## src/rtl/core/stream_buffer_sync_sequencer_assert.svh

```systemverilog
// ----------------------------------------------------------------------------
// stream buffer sync sequencer assertion macros
// concurrent property wrappers shared by the rtl that checks itself
// ----------------------------------------------------------------------------
`ifndef STREAM_BUFFER_SYNC_SEQUENCER_ASSERT_SVH
`define STREAM_BUFFER_SYNC_SEQUENCER_ASSERT_SVH

// same-cycle implication, off during reset
`define SBSS_ASSERT_SAME(label, clk, rst_n, ante, cons) \
    label: assert property (@(posedge clk) disable iff (!rst_n) (ante) |-> (cons)) \
        else $error("sbss same-cycle check failed");

// next-cycle implication, off during reset
`define SBSS_ASSERT_NEXT(label, clk, rst_n, ante, cons) \
    label: assert property (@(posedge clk) disable iff (!rst_n) (ante) |=> (cons)) \
        else $error("sbss next-cycle check failed");

`endif

```

## src/rtl/core/sbss_pkg.sv

```systemverilog
// ----------------------------------------------------------------------------
// sbss_pkg
// types, codes and constants of the stream buffer sync sequencer
// ----------------------------------------------------------------------------
`timescale 1ns / 1ps

package sbss_pkg;

    // default parameter values
    localparam int DEF_TAG_LINES      = 16;
    localparam int DEF_PAGE_SHIFT     = 13;
    localparam int DEF_TAG_ADDR_SHIFT = 13;
    localparam int DEF_VALID_BIT      = 19;

    // fixed limits
    localparam int TAG_IDX_W       = 4;
    localparam int MAX_PAGES_SMALL = 62;
    localparam int MAX_SCAN_LINES  = 62;

    // register reset values
    localparam logic        RESET_BUFFER_ENABLE      = 1'b1;
    localparam logic [5:0]  RESET_TAG_SCAN_THRESHOLD = 6'd36;
    localparam logic [31:0] RESET_TIMEOUT_TICKS      = 32'd1000;

    // configuration register indexes
    typedef enum logic [1:0] {
        CFG_BUFFER_ENABLE      = 2'd0,
        CFG_TAG_SCAN_THRESHOLD = 2'd1,
        CFG_TIMEOUT_TICKS      = 2'd2
    } cfg_idx_t;

    // request types
    typedef enum logic [1:0] {
        REQ_SYNC     = 2'd0,
        REQ_TAG_LOAD = 2'd1,
        REQ_DONE     = 2'd2,
        REQ_TICK     = 2'd3
    } req_type_t;

    // result kinds
    typedef enum logic [2:0] {
        KIND_FLUSH    = 3'd0,
        KIND_SYNC     = 3'd1,
        KIND_DONE     = 3'd2,
        KIND_TIMEOUT  = 3'd3,
        KIND_NOMATCH  = 3'd4,
        KIND_DISABLED = 3'd5,
        KIND_BUSY     = 3'd6
    } kind_t;

    // sequencer states
    typedef enum logic [1:0] {
        ST_IDLE,
        ST_PAGES,
        ST_SCAN,
        ST_FINISH
    } state_t;

    // input beat
    typedef struct packed {
        logic [1:0]  req_type;
        logic [31:0] base_addr;
        logic [15:0] page_count;
        logic [42:0] sync_flag_addr;
        logic [3:0]  tag_index;
        logic [63:0] tag_word;
    } req_t;

    // result beat
    typedef struct packed {
        logic [2:0]  result_kind;
        logic [31:0] flush_addr;
        logic [42:0] sync_addr;
        logic        last;
    } rsp_t;

    // configuration register set
    typedef struct packed {
        logic        buffer_enable;
        logic [5:0]  tag_scan_threshold;
        logic [31:0] timeout_ticks;
    } cfg_t;

    // tag memory access request
    typedef struct packed {
        logic                 wr_en;
        logic [TAG_IDX_W-1:0] wr_idx;
        logic [63:0]          wr_word;
        logic                 rd_en;
        logic [TAG_IDX_W-1:0] rd_idx;
    } mem_req_t;

    // lines that can hold a tag and get scanned
    function automatic int scan_lines(input int tag_lines);
        int n;
        n = tag_lines;
        if (n > (1 << TAG_IDX_W))
            n = 1 << TAG_IDX_W;
        if (n > MAX_SCAN_LINES)
            n = MAX_SCAN_LINES;
        return n;
    endfunction

endpackage

```

## src/rtl/core/sbss_tag_mem.sv

```systemverilog
// ----------------------------------------------------------------------------
// sbss_tag_mem
// tag mirror memory, one write and one registered read port, valid per line
// ----------------------------------------------------------------------------
`timescale 1ns / 1ps

module sbss_tag_mem #(
    parameter int TAG_LINES = sbss_pkg::DEF_TAG_LINES
) (
    input  logic               clk,
    input  logic               rst_n,
    input  sbss_pkg::mem_req_t mem_req,
    output logic [63:0]        rd_word
);

    localparam int MEM_LINES = sbss_pkg::scan_lines(TAG_LINES);
    localparam int MEM_IDX_W = (MEM_LINES > 1) ? $clog2(MEM_LINES) : 1;

    logic [63:0]          tags_reg [MEM_LINES];
    logic [MEM_LINES-1:0] line_valid_reg;
    logic [63:0]          rd_data_reg;
    logic                 rd_hit_reg;
    logic [MEM_IDX_W-1:0] wr_idx;
    logic [MEM_IDX_W-1:0] rd_idx;

    assign wr_idx = mem_req.wr_idx[MEM_IDX_W-1:0];
    assign rd_idx = mem_req.rd_idx[MEM_IDX_W-1:0];

    // storage array and registered read data
    always_ff @(posedge clk)
    begin
        if (mem_req.wr_en)
        begin
            tags_reg[wr_idx] <= mem_req.wr_word;
        end
        if (mem_req.rd_en)
        begin
            rd_data_reg <= tags_reg[rd_idx];
        end
    end

    // line valid bits, cleared at reset so unwritten lines read as zero
    always_ff @(posedge clk or negedge rst_n)
    begin
        if (!rst_n)
        begin
            line_valid_reg <= '0;
            rd_hit_reg     <= 1'b0;
        end
        else
        begin
            if (mem_req.wr_en)
            begin
                line_valid_reg[wr_idx] <= 1'b1;
            end
            if (mem_req.rd_en)
            begin
                rd_hit_reg <= line_valid_reg[rd_idx];
            end
        end
    end

    assign rd_word = rd_hit_reg ? rd_data_reg : '0;

endmodule

```

## src/rtl/core/sbss_seq.sv

```systemverilog
// ----------------------------------------------------------------------------
// sbss_seq
// request decode, flush sequencing, tag scan, done wait and result register
// ----------------------------------------------------------------------------
`timescale 1ns / 1ps

module sbss_seq #(
    parameter int TAG_LINES      = sbss_pkg::DEF_TAG_LINES,
    parameter int PAGE_SHIFT     = sbss_pkg::DEF_PAGE_SHIFT,
    parameter int TAG_ADDR_SHIFT = sbss_pkg::DEF_TAG_ADDR_SHIFT,
    parameter int VALID_BIT      = sbss_pkg::DEF_VALID_BIT
) (
    input  logic               clk,
    input  logic               rst_n,
    input  sbss_pkg::cfg_t     cfg,
    input  logic               req_valid,
    output logic               req_stall,
    input  sbss_pkg::req_t     req,
    output logic               rsp_valid,
    input  logic               rsp_stall,
    output sbss_pkg::rsp_t     rsp,
    output sbss_pkg::mem_req_t mem_req,
    input  logic [63:0]        rd_word
);

    localparam int MEM_LINES = sbss_pkg::scan_lines(TAG_LINES);
    localparam int MEM_IDX_W = (MEM_LINES > 1) ? $clog2(MEM_LINES) : 1;
    localparam logic [MEM_IDX_W-1:0] LAST_IDX  = MEM_IDX_W'(MEM_LINES - 1);
    localparam logic [31:0]          PAGE_STEP = 32'(1) << PAGE_SHIFT;
    localparam logic [5:0]           THR_MAX   = 6'(sbss_pkg::MAX_PAGES_SMALL);

    sbss_pkg::state_t     state_reg, state_next;
    logic [31:0]          base_reg, base_next;
    logic [31:0]          hi_reg, hi_next;
    logic [42:0]          flag_reg, flag_next;
    logic [5:0]           cnt_reg, cnt_next;
    logic [MEM_IDX_W-1:0] idx_reg, idx_next;
    logic                 found_reg, found_next;
    logic                 waiting_reg, waiting_next;
    logic [31:0]          wait_cnt_reg, wait_cnt_next;
    logic                 out_valid_reg, out_valid_next;
    sbss_pkg::rsp_t       out_data_reg, out_data_next;

    logic                 out_free;
    logic                 accept;
    logic                 emit;
    sbss_pkg::rsp_t       beat;
    logic [15:0]          pages_eff;
    logic [5:0]           thr_eff;
    logic [63:0]          tag_shifted;
    logic [31:0]          tag_addr;
    logic                 tag_match;

    // one result beat
    function automatic sbss_pkg::rsp_t make_beat(input logic [2:0] kind,
                                                 input logic [31:0] fa,
                                                 input logic [42:0] sa,
                                                 input logic lst);
        sbss_pkg::rsp_t b;
        b.result_kind = kind;
        b.flush_addr  = fa;
        b.sync_addr   = sa;
        b.last        = lst;
        return b;
    endfunction

    // handshake
    assign out_free  = !out_valid_reg || !rsp_stall;
    assign req_stall = (state_reg != sbss_pkg::ST_IDLE) || !out_free;
    assign accept    = req_valid && !req_stall;
    assign rsp_valid = out_valid_reg;
    assign rsp       = out_data_reg;

    // request operands
    assign pages_eff = (req.page_count == 16'd0) ? 16'd1 : req.page_count;
    assign thr_eff   = (cfg.tag_scan_threshold > THR_MAX) ? THR_MAX : cfg.tag_scan_threshold;

    // scanned line address and range test
    assign tag_shifted = rd_word << TAG_ADDR_SHIFT;
    assign tag_addr    = tag_shifted[31:0];
    assign tag_match   = rd_word[VALID_BIT] && (tag_addr >= base_reg) && (tag_addr <= hi_reg);

    // next state and beat generation
    always_comb
    begin
        state_next    = state_reg;
        base_next     = base_reg;
        hi_next       = hi_reg;
        flag_next     = flag_reg;
        cnt_next      = cnt_reg;
        idx_next      = idx_reg;
        found_next    = found_reg;
        waiting_next  = waiting_reg;
        wait_cnt_next = wait_cnt_reg;
        emit          = 1'b0;
        beat          = make_beat(sbss_pkg::KIND_FLUSH, '0, '0, 1'b0);
        mem_req       = '0;

        unique case (state_reg)
            sbss_pkg::ST_IDLE:
            begin
                if (accept)
                begin
                    unique case (req.req_type)
                        sbss_pkg::REQ_SYNC:
                        begin
                            priority if (!cfg.buffer_enable)
                            begin
                                emit = 1'b1;
                                beat = make_beat(sbss_pkg::KIND_DISABLED, '0, '0, 1'b1);
                            end
                            else if (waiting_reg)
                            begin
                                emit = 1'b1;
                                beat = make_beat(sbss_pkg::KIND_BUSY, '0, '0, 1'b1);
                            end
                            else
                            begin
                                base_next = req.base_addr;
                                flag_next = req.sync_flag_addr;
                                if (pages_eff > {10'd0, thr_eff})
                                begin
                                    // range too large: scan the tag mirror
                                    hi_next        = req.base_addr
                                                   + (32'(pages_eff) << PAGE_SHIFT);
                                    idx_next       = '0;
                                    found_next     = 1'b0;
                                    mem_req.rd_en  = 1'b1;
                                    mem_req.rd_idx = '0;
                                    state_next     = sbss_pkg::ST_SCAN;
                                end
                                else
                                begin
                                    cnt_next   = 6'(pages_eff - 16'd1);
                                    found_next = 1'b1;
                                    state_next = sbss_pkg::ST_PAGES;
                                end
                            end
                        end
                        sbss_pkg::REQ_TAG_LOAD:
                        begin
                            if (32'(req.tag_index) < 32'(MEM_LINES))
                            begin
                                mem_req.wr_en   = 1'b1;
                                mem_req.wr_idx  = req.tag_index;
                                mem_req.wr_word = req.tag_word;
                            end
                        end
                        sbss_pkg::REQ_DONE:
                        begin
                            if (waiting_reg)
                            begin
                                emit          = 1'b1;
                                beat          = make_beat(sbss_pkg::KIND_DONE, '0, '0, 1'b1);
                                waiting_next  = 1'b0;
                                wait_cnt_next = '0;
                            end
                        end
                        sbss_pkg::REQ_TICK:
                        begin
                            if (waiting_reg)
                            begin
                                // count + 1 above limit is count at or above limit
                                if (wait_cnt_reg >= cfg.timeout_ticks)
                                begin
                                    emit          = 1'b1;
                                    beat          = make_beat(sbss_pkg::KIND_TIMEOUT,
                                                              '0, '0, 1'b1);
                                    waiting_next  = 1'b0;
                                    wait_cnt_next = '0;
                                end
                                else
                                begin
                                    wait_cnt_next = wait_cnt_reg + 32'd1;
                                end
                            end
                        end
                        default:
                        begin
                        end
                    endcase
                end
            end
            sbss_pkg::ST_PAGES:
            begin
                // one flush per page
                if (out_free)
                begin
                    emit      = 1'b1;
                    beat      = make_beat(sbss_pkg::KIND_FLUSH, base_reg, '0, 1'b0);
                    base_next = base_reg + PAGE_STEP;
                    if (cnt_reg == 6'd0)
                        state_next = sbss_pkg::ST_FINISH;
                    else
                        cnt_next = cnt_reg - 6'd1;
                end
            end
            sbss_pkg::ST_SCAN:
            begin
                // read data holds while a matching line waits for the output
                if (!(tag_match && !out_free))
                begin
                    if (tag_match)
                    begin
                        emit       = 1'b1;
                        beat       = make_beat(sbss_pkg::KIND_FLUSH, tag_addr, '0, 1'b0);
                        found_next = 1'b1;
                    end
                    if (idx_reg == LAST_IDX)
                    begin
                        state_next = sbss_pkg::ST_FINISH;
                    end
                    else
                    begin
                        idx_next       = idx_reg + MEM_IDX_W'(1);
                        mem_req.rd_en  = 1'b1;
                        mem_req.rd_idx = sbss_pkg::TAG_IDX_W'(idx_next);
                    end
                end
            end
            sbss_pkg::ST_FINISH:
            begin
                // sync write after flushes, or no match
                if (out_free)
                begin
                    emit       = 1'b1;
                    state_next = sbss_pkg::ST_IDLE;
                    if (found_reg)
                    begin
                        beat          = make_beat(sbss_pkg::KIND_SYNC, '0, flag_reg, 1'b1);
                        waiting_next  = 1'b1;
                        wait_cnt_next = '0;
                    end
                    else
                    begin
                        beat = make_beat(sbss_pkg::KIND_NOMATCH, '0, '0, 1'b1);
                    end
                end
            end
            default:
            begin
                state_next = sbss_pkg::ST_IDLE;
            end
        endcase

        // output register
        out_valid_next = out_free ? emit : out_valid_reg;
        out_data_next  = (out_free && emit) ? beat : out_data_reg;
    end

    // control state
    always_ff @(posedge clk or negedge rst_n)
    begin
        if (!rst_n)
        begin
            state_reg     <= sbss_pkg::ST_IDLE;
            waiting_reg   <= 1'b0;
            wait_cnt_reg  <= '0;
            out_valid_reg <= 1'b0;
            found_reg     <= 1'b0;
            cnt_reg       <= '0;
            idx_reg       <= '0;
        end
        else
        begin
            state_reg     <= state_next;
            waiting_reg   <= waiting_next;
            wait_cnt_reg  <= wait_cnt_next;
            out_valid_reg <= out_valid_next;
            found_reg     <= found_next;
            cnt_reg       <= cnt_next;
            idx_reg       <= idx_next;
        end
    end

    // payload registers
    always_ff @(posedge clk)
    begin
        base_reg     <= base_next;
        hi_reg       <= hi_next;
        flag_reg     <= flag_next;
        out_data_reg <= out_data_next;
    end

endmodule

```

## src/rtl/core/stream_buffer_sync_sequencer.sv

```systemverilog
// ----------------------------------------------------------------------------
// stream_buffer_sync_sequencer
// flush and sync sequencer for a streaming write buffer, with tag mirror
// ----------------------------------------------------------------------------
// Takes one request beat at a time and puts each result in an output register.
// Tag loads, done events, ticks and rejected requests (disabled, busy) are
// handled as they are taken. A small range emits one flush beat per cycle
// while the output does not stall. A large range scans the tag mirror through
// its single registered read port, one line per cycle while no matching line
// waits for the output; the lines scanned are the smaller of TAG_LINES and 16.
// Line valid bits clear at reset, so no clearing pass is needed.
`timescale 1ns / 1ps

`include "stream_buffer_sync_sequencer_assert.svh"

module stream_buffer_sync_sequencer #(
    parameter int TAG_LINES      = sbss_pkg::DEF_TAG_LINES,
    parameter int PAGE_SHIFT     = sbss_pkg::DEF_PAGE_SHIFT,
    parameter int TAG_ADDR_SHIFT = sbss_pkg::DEF_TAG_ADDR_SHIFT,
    parameter int VALID_BIT      = sbss_pkg::DEF_VALID_BIT
) (
    input  logic           clk,
    input  logic           rst_n,
    input  logic           cfg_we,
    input  logic [1:0]     cfg_idx,
    input  logic [31:0]    cfg_data,
    input  logic           req_valid,
    output logic           req_stall,
    input  sbss_pkg::req_t req,
    output logic           rsp_valid,
    input  logic           rsp_stall,
    output sbss_pkg::rsp_t rsp
);

    sbss_pkg::cfg_t     cfg_reg;
    sbss_pkg::mem_req_t mem_req;
    logic [63:0]        rd_word;
    logic               req_take;
    logic               sync_off_take;
    logic               rsp_disabled;
    logic               rsp_flush;

    // configuration registers
    always_ff @(posedge clk or negedge rst_n)
    begin
        if (!rst_n)
        begin
            cfg_reg.buffer_enable      <= sbss_pkg::RESET_BUFFER_ENABLE;
            cfg_reg.tag_scan_threshold <= sbss_pkg::RESET_TAG_SCAN_THRESHOLD;
            cfg_reg.timeout_ticks      <= sbss_pkg::RESET_TIMEOUT_TICKS;
        end
        else if (cfg_we)
        begin
            unique case (cfg_idx)
                sbss_pkg::CFG_BUFFER_ENABLE:
                    cfg_reg.buffer_enable <= cfg_data[0];
                sbss_pkg::CFG_TAG_SCAN_THRESHOLD:
                    cfg_reg.tag_scan_threshold <= cfg_data[5:0];
                sbss_pkg::CFG_TIMEOUT_TICKS:
                    cfg_reg.timeout_ticks <= cfg_data;
                default:
                begin
                end
            endcase
        end
    end

    // sequencer
    sbss_seq #(
        .TAG_LINES      (TAG_LINES),
        .PAGE_SHIFT     (PAGE_SHIFT),
        .TAG_ADDR_SHIFT (TAG_ADDR_SHIFT),
        .VALID_BIT      (VALID_BIT)
    ) u_seq (
        .clk       (clk),
        .rst_n     (rst_n),
        .cfg       (cfg_reg),
        .req_valid (req_valid),
        .req_stall (req_stall),
        .req       (req),
        .rsp_valid (rsp_valid),
        .rsp_stall (rsp_stall),
        .rsp       (rsp),
        .mem_req   (mem_req),
        .rd_word   (rd_word)
    );

    // tag mirror
    sbss_tag_mem #(
        .TAG_LINES (TAG_LINES)
    ) u_tag_mem (
        .clk     (clk),
        .rst_n   (rst_n),
        .mem_req (mem_req),
        .rd_word (rd_word)
    );

    // terms used by the checks below
    assign req_take      = req_valid && !req_stall;
    assign sync_off_take = req_take && (req.req_type == sbss_pkg::REQ_SYNC)
                           && !cfg_reg.buffer_enable;
    assign rsp_disabled  = rsp_valid && rsp.last
                           && (rsp.result_kind == sbss_pkg::KIND_DISABLED);
    assign rsp_flush     = (rsp.result_kind == sbss_pkg::KIND_FLUSH);

    // a request is taken only when its first beat has room
    `SBSS_ASSERT_SAME(a_accept_room, clk, rst_n, req_take, !(rsp_valid && rsp_stall))

    // a disabled buffer answers a sync request at once
    `SBSS_ASSERT_NEXT(a_disabled_reply, clk, rst_n, sync_off_take, rsp_disabled)

    // only flush beats are followed by more beats of the same request
    `SBSS_ASSERT_SAME(a_nonlast_flush, clk, rst_n, rsp_valid && !rsp.last, rsp_flush)

endmodule
```

## config.mk

```make
export PLATFORM = sky130hd
export DESIGN_NAME = stream_buffer_sync_sequencer
export DESIGN_NICKNAME = d
export VERILOG_FILES = /design/src/rtl/core/sbss_pkg.sv /design/src/rtl/core/sbss_tag_mem.sv /design/src/rtl/core/sbss_seq.sv /design/src/rtl/core/stream_buffer_sync_sequencer.sv
export VERILOG_INCLUDE_DIRS = /design/src /design/src/rtl/core
export SDC_FILE = /design/constraint.sdc
export NUM_CORES = 1
export LEC_CHECK = 0
export BUFFER_PORTS_ARGS = -buffer_cell sky130_fd_sc_hd__buf_2
export CELL_PAD_IN_SITES_DETAIL_PLACEMENT = 1
export CELL_PAD_IN_SITES_GLOBAL_PLACEMENT = 1
export CORE_MARGIN = 1
export CORE_UTILIZATION = 44
export CTS_CLUSTER_DIAMETER = 30
export DETAILED_ROUTE_END_ITERATION = 6
export PLACE_DENSITY = 0.73
export SYNTH_ARGS = -nofsm -noshare
export SYNTH_HDL_FRONTEND = slang
export SYNTH_SLANG_ARGS = --single-unit
```

## constraint.sdc

```tcl
create_clock -name clk -period 8.8 [get_ports clk]
set_input_delay 0.88 -clock clk [delete_from_list [all_inputs] [get_ports clk]]
set_output_delay 0.88 -clock clk [all_outputs]
set_load 0.005 [all_outputs]
```

# After elaboration in Yosys (flattened, before gate mapping)
# Memories as Yosys holds them, arrays and structs flattened. A register that Yosys moved wholly into a read port is not among the register bits.
# Cells that the tools add are included.
# op_classes
addsub,6
mul,0
div,0
magnitude_cmp,8
eq_ne,27
shifts,0
n_mux,98
n_bitwise,2
reduce_logical,34
# ops
cell,count
79-bit 2-to-1 mux,7
32-bit 2-to-1 mux,11
79-bit case mux with 4 select lines,1
79-bit case mux with 3 select lines,1
32-bit case mux with 2 select lines,3
78-bit 2-to-1 mux,2
76-bit 2-to-1 mux,2
69-bit 2-to-1 mux,2
74-bit 2-to-1 mux,1
32-bit >= comparator,2
6-bit 2-to-1 mux,8
"32-bit by 1-bit adder with 32-bit output, second input constant",1
"32-bit by 14-bit adder with 32-bit output, second input constant",1
32-bit by 29-bit adder with 32-bit output,1
32-bit less-or-equal comparator,1
5-bit 2-to-1 mux,6
4-bit 2-to-1 mux,7
1-bit 2-to-1 mux,24
2-bit 2-to-1 mux,10
20-bit 2-to-1 mux,1
16-bit by 6-bit greater-than comparator with 1-bit output,1
16-bit logical NOT,1
16-bit 2-to-1 mux,1
"2-bit inequality test, second input constant",8
other kinds (34),72
# totals
ff_bits,289
latchBits,0
ram_bits,1024
romBits,0
in_bits,200
output_inout_bits,81
elab_cells,195
n_memories,1
# mem_list
memory,words,word_bits,rd,rd_ports_with_merged_regs,write_ports,line_no,rtl
u_tag_mem.tags_reg,16,64,1,1,1,sbss_tag_mem.sv:19,logic [63:0] tags_reg [MEM_LINES];

# Longest topological paths before layout
# logic_depth
ltp_word,14
depth_mapped,15
mapped_depth_nobuf,14

# Modules after synthesis
# Synthesis repeated with hierarchy kept, for this count alone.
# unflattened
hier_cells,2886
area_unflattened_um2,56051.3
# by_module_without_submodules
module,n_inst,cells_each,area_each_um2,seq_area_each_um2
sbss_tag_mem,1,1616,41473.5,33096.7
sbss_seq,1,1186,12969.9,6761.5
stream_buffer_sync_sequencer,1,84,1607.8,987.2

# Worst setup path after synthesis
# OpenSTA, ideal clock, no wires.
# synth_path
kind,flip-flop to flip-flop
start,reg u_tag_mem.rd_hit_reg
end,"reg u_seq.out_data_reg, in the netlist u_seq.rsp[0] (enable)"
setup_time_ps,625
arrival_time_ps,8253
required_ps,8175
setup_slack_ps,-78
stages_incl_launch_ff,14
path_buffers,2
synth_period_minus_slack_ps,8878
cell_sequence,dfrtp_1 -> clkbuf_1 -> and2_1 -> ha_1 -> nand4_1 -> or3_1 -> a2111o_1 -> o211a_2 -> a211oi_1 -> nand2_1 -> nor2_1 -> clkbuf_1 -> a21oi_1 -> o21ai_0
# synth_between
elab_chain_cells,8
elab_cells_between_ends,10
cone_classes,order compare: 2; mux: 4; reduce/logical: 4
# synth_lines
element,line_no,rtl
start: declaration,sbss_tag_mem.sv:22,logic rd_hit_reg;
start signal: assignment,sbss_tag_mem.sv:58,rd_hit_reg <= line_valid_reg[rd_idx];
20-bit 2-to-1 mux (*),sbss_tag_mem.sv:63,assign rd_word = rd_hit_reg ? rd_data_reg : '0;
32-bit >= comparator,sbss_seq.sv:81,assign tag_match = rd_word[VALID_BIT] && (tag_addr >= base_reg) && (tag_addr <= hi_reg);
1-bit logical AND,sbss_seq.sv:81,
1-bit logical AND (*),sbss_seq.sv:81,
1-bit 2-to-1 mux or 1-bit logical AND (tied branches),"sbss_seq.sv:203, sbss_seq.sv:201",
1-bit 2-to-1 mux (*),sbss_seq.sv:201,if (!(tag_match && !out_free))
1-bit case mux with 3 select lines (*),sbss_seq.sv:99,unique case (state_reg)
1-bit logical AND (*),sbss_seq.sv:248,out_data_next = (out_free && emit) ? beat : out_data_reg;
end signal: assignment,sbss_seq.sv:282,out_data_reg <= out_data_next;
end: declaration,sbss_seq.sv:42,"sbss_pkg::rsp_t out_data_reg, out_data_next;"
# Mark *: on every way between the ends. The rest lies on a longest branch, timed or not.
# A chain may end at the register's enable or synchronous reset.

# Worst setup path after layout
# layout_path
start,reg u_tag_mem.rd_hit_reg
end,"reg u_tag_mem.rd_data_reg[10] (read register of u_tag_mem.tags_reg), data pin"
# layout_between
elab_chain_cells,7
elab_cells_between_ends,8
cone_classes,order compare: 2; mux: 3; reduce/logical: 3
# layout_lines
element,line_no,rtl
20-bit 2-to-1 mux (*),sbss_tag_mem.sv:63,
32-bit >= comparator,sbss_seq.sv:81,
1-bit logical AND,sbss_seq.sv:81,
1-bit logical AND (*),sbss_seq.sv:81,
1-bit logical AND (*),sbss_seq.sv:201,
5-bit 2-to-1 mux (*),sbss_seq.sv:201,
5-bit case mux with 2 select lines (*),sbss_seq.sv:99,
end: declaration,sbss_tag_mem.sv:21,logic [63:0] rd_data_reg;
# Marked as above.

==> impl_metrics.yaml <==
global_routing:
  grt_overflow: 0
  grt_pass1_vias: 20200
  grt_first_pass_wirelength_um: 121000
  antenna_found_initial: 8
  grt_max_degree: 70
  globalRouteTotalUtil: 0.252
run_status:
  status: "finished, final reports clean"
die:
  ioPinCount: 281
  die_width_um: 254
  die-area_um2: 64600
  core_um2: 63000
  floorplan.initialDensity: 0.444
  die_h_um: 254
  row_count: 92
sta:
  hold_ws_ns: 0.122
  skew_ns: 0.0500
  min_period_over_period: 0.713
  finalSetupViolations: 0
  fmax_mhz: 159
  finalSetupTns_ns: 0
  rsz0062_at_grt: "no"
  tightest_slew_ns: 1.28
  finalMaxSlewViolations: 0
  fin_crit_ns: 6.28
  slew_headroom: 0.147
  hold_viol: 0
route:
  dr.pass1.iters: 5
  wl_um: 80800
  wl_per_cell_um: 24.4
  drc: 0
  route.antenna.remaining_nets: 0
  drt_iter0_markers: 1447
  routed-via-count: 18700
  routed_via_density: 5.65
worst_setup_path:
  critical_path.slowest_cell: "nor2_4"
  cp_cell_sequence: "and2_1 -> ha_1 -> a21oi_1 -> o21ai_0 -> a221oi_1 -> o211a_2 -> a2111oi_4 -> buf_4 -> nor2_4 -> buf_4 -> buf_4 -> mux2i_1 -> o22ai_1 -> or4_1"
  crit_type: "reg2reg"
  start_kind: "register"
  worst-path-buf-inv: 3
  end_kind: "register"
  cpMostUsedCell: "buf_4"
  critical_path_arrival_ns: 6.70
  cp_max_fo: 42
  crit_path_max_incr_delay_ns: 0.81
  cp_top_family: "simple AND/OR/NAND/NOR gates"
  required_ns: 9.23
finish:
  area_growth_pct: 26.2
  nets: 2639
  fillers: 6138
  drive_gt1_frac: 0.244
  largest_reg_flops: 320
  fin_util: 0.561
logic_synthesis:
  yosys-top-cells-count: "edfxtp_1, mux2i_1, nor2_1, and2_1, ha_1"
  synth_area_um2: 28000
  netlist.area_leader.share: 0.564
  yosys.area.top_type: "edfxtp_1"
  syn_nets: 2327
  ys_async_sr_fraction: 0.164
  yosys_warnings: 0
  yosysMostFrequentCell: "edfxtp_1"
  seq_area_frac_synth: 0.657
  synth_edf_count: 526
  ys_seq_elements: 629
  synthFlopType: "edfxtp_1"
  synth_cell_type_count: 65
  syn_inst: 2025
  syn_area_per_cell_um2: 13.8
  synthTopCellsByArea: "edfxtp_1, dfrtp_1, mux2i_1"
clock_network:
  cts_root_buf: "clkbuf_16"
  cts_hold_buf: 0
  cts_tree: "done"
  cts_setup_buffers: 0
  htreeDepth: 4
  clockBufferDepth: 3
  clk_latency_ns: 0.73
  cts_resized: 0
  cts_buffers: 144
  path_clk_slew_ns: 0.05
  clock_sinks: 629
place:
  portBuffers: 236
  place_congestion: 0.887
  dp.final_hpwl_um: 49600
power_and_ir_drop:
  power_density_nw_per_um2: 329
  ir_drop_uv: 228
  power_leakage_uw: 0.0136
job:
  maxCapViolations: 0
hold_path:
  hold_path.class: "in2async"
[metal layers]
metal	track usage	part of all wire
met5	0	0.00074
met4	0.0928	0.025
met3	0.0613	0.062
met2	0.436	0.51
met1	0.304	0.41
[area by class of cell]
class                           instances  area, um^2  share of cell area
Timing Repair Buffer                  265        1400              0.0397
Clock inverter                         93        1280              0.0362
Clock buffer                          175        3820               0.108
Multi-Input combinational cell       1200        9000               0.255
Sequential cell                       629       18400               0.520
Tap cell                              846        1060              0.0300
Antenna cell                            3        7.51            0.000213
Inverter                               97         364              0.0103
[path summary, 6_finish.rpt]
| kind | from | depth (start not counted) | slack, ns | end |
|---|---|---|---|---|
| setup reg to reg | u_tag_mem.rd_hit_reg | 14 | 2.52 | u_tag_mem.rd_data_reg[10] |
| hold / removal | rst_n | 1 | 0.12 | cfg_reg[24] |
| setup / recovery | u_tag_mem.rd_hit_reg | 14 | 2.52 | u_tag_mem.rd_data_reg[10] |
| max in group asynchronous | rst_n | 2 | 7.34 | u_seq.rsp_valid |
| hold reg to reg | u_tag_mem.line_valid_reg[15] | 1 | 0.46 | u_tag_mem.line_valid_reg[15] |
| min in group clk | req[85] | 1 | 0.33 | u_seq.flag_reg[17] |
[logic make-up after synthesis]
family | synth area share
AND/OR/NAND/NOR | 0.0980
XOR/XNOR | 0.00939
flip-flops | 0.657
multiplexers | 0.0831
buffers and inverters | 0.0269
AO/OA/AOI/OAI | 0.0799
adder cells (fa/ha/maj) | 0.0459
[where the power goes]
part / internal [uW] / switching, uW
Sequential: 3680 / 188
Combinational: 812 / 1420
Clock: 3720 / 1820
[placed cells by master (no fill, tap or decap), drive strengths merged, types with 20 or more instances in the layout]
cell type	synthesis	layout
or2	22	22
ha	101	101
dfrtp	94	94
a21oi	57	57
mux2i	185	185
o22ai	86	86
nand4	23	23
edfxtp	526	526
mux2	42	42
bufinv	0	20
clkinv	1	50
clkbuf	80	175
nor2b	20	20
nor2	107	107
or4	24	24
inv	96	107
buf	19	265
xnor2	23	23
a21o	20	20
nand3	59	59
and2	106	106
o21ai	36	36
a22oi	22	22
nand2	74	74
[stage by stage]
step	total power [uW]	setup WS, ns	cell area, um^2	cells
after floorplan	5290	2.05	28000	2025
after global placement	6000	2.78	30200	3037
after detailed placement	6120	2.67	30200	3037
after CTS	11700	2.56	35300	3305
after global routing	12100	2.22	35300	3306
final	11600	2.52	35300	3308
Power figures use the tool's default switching activity.
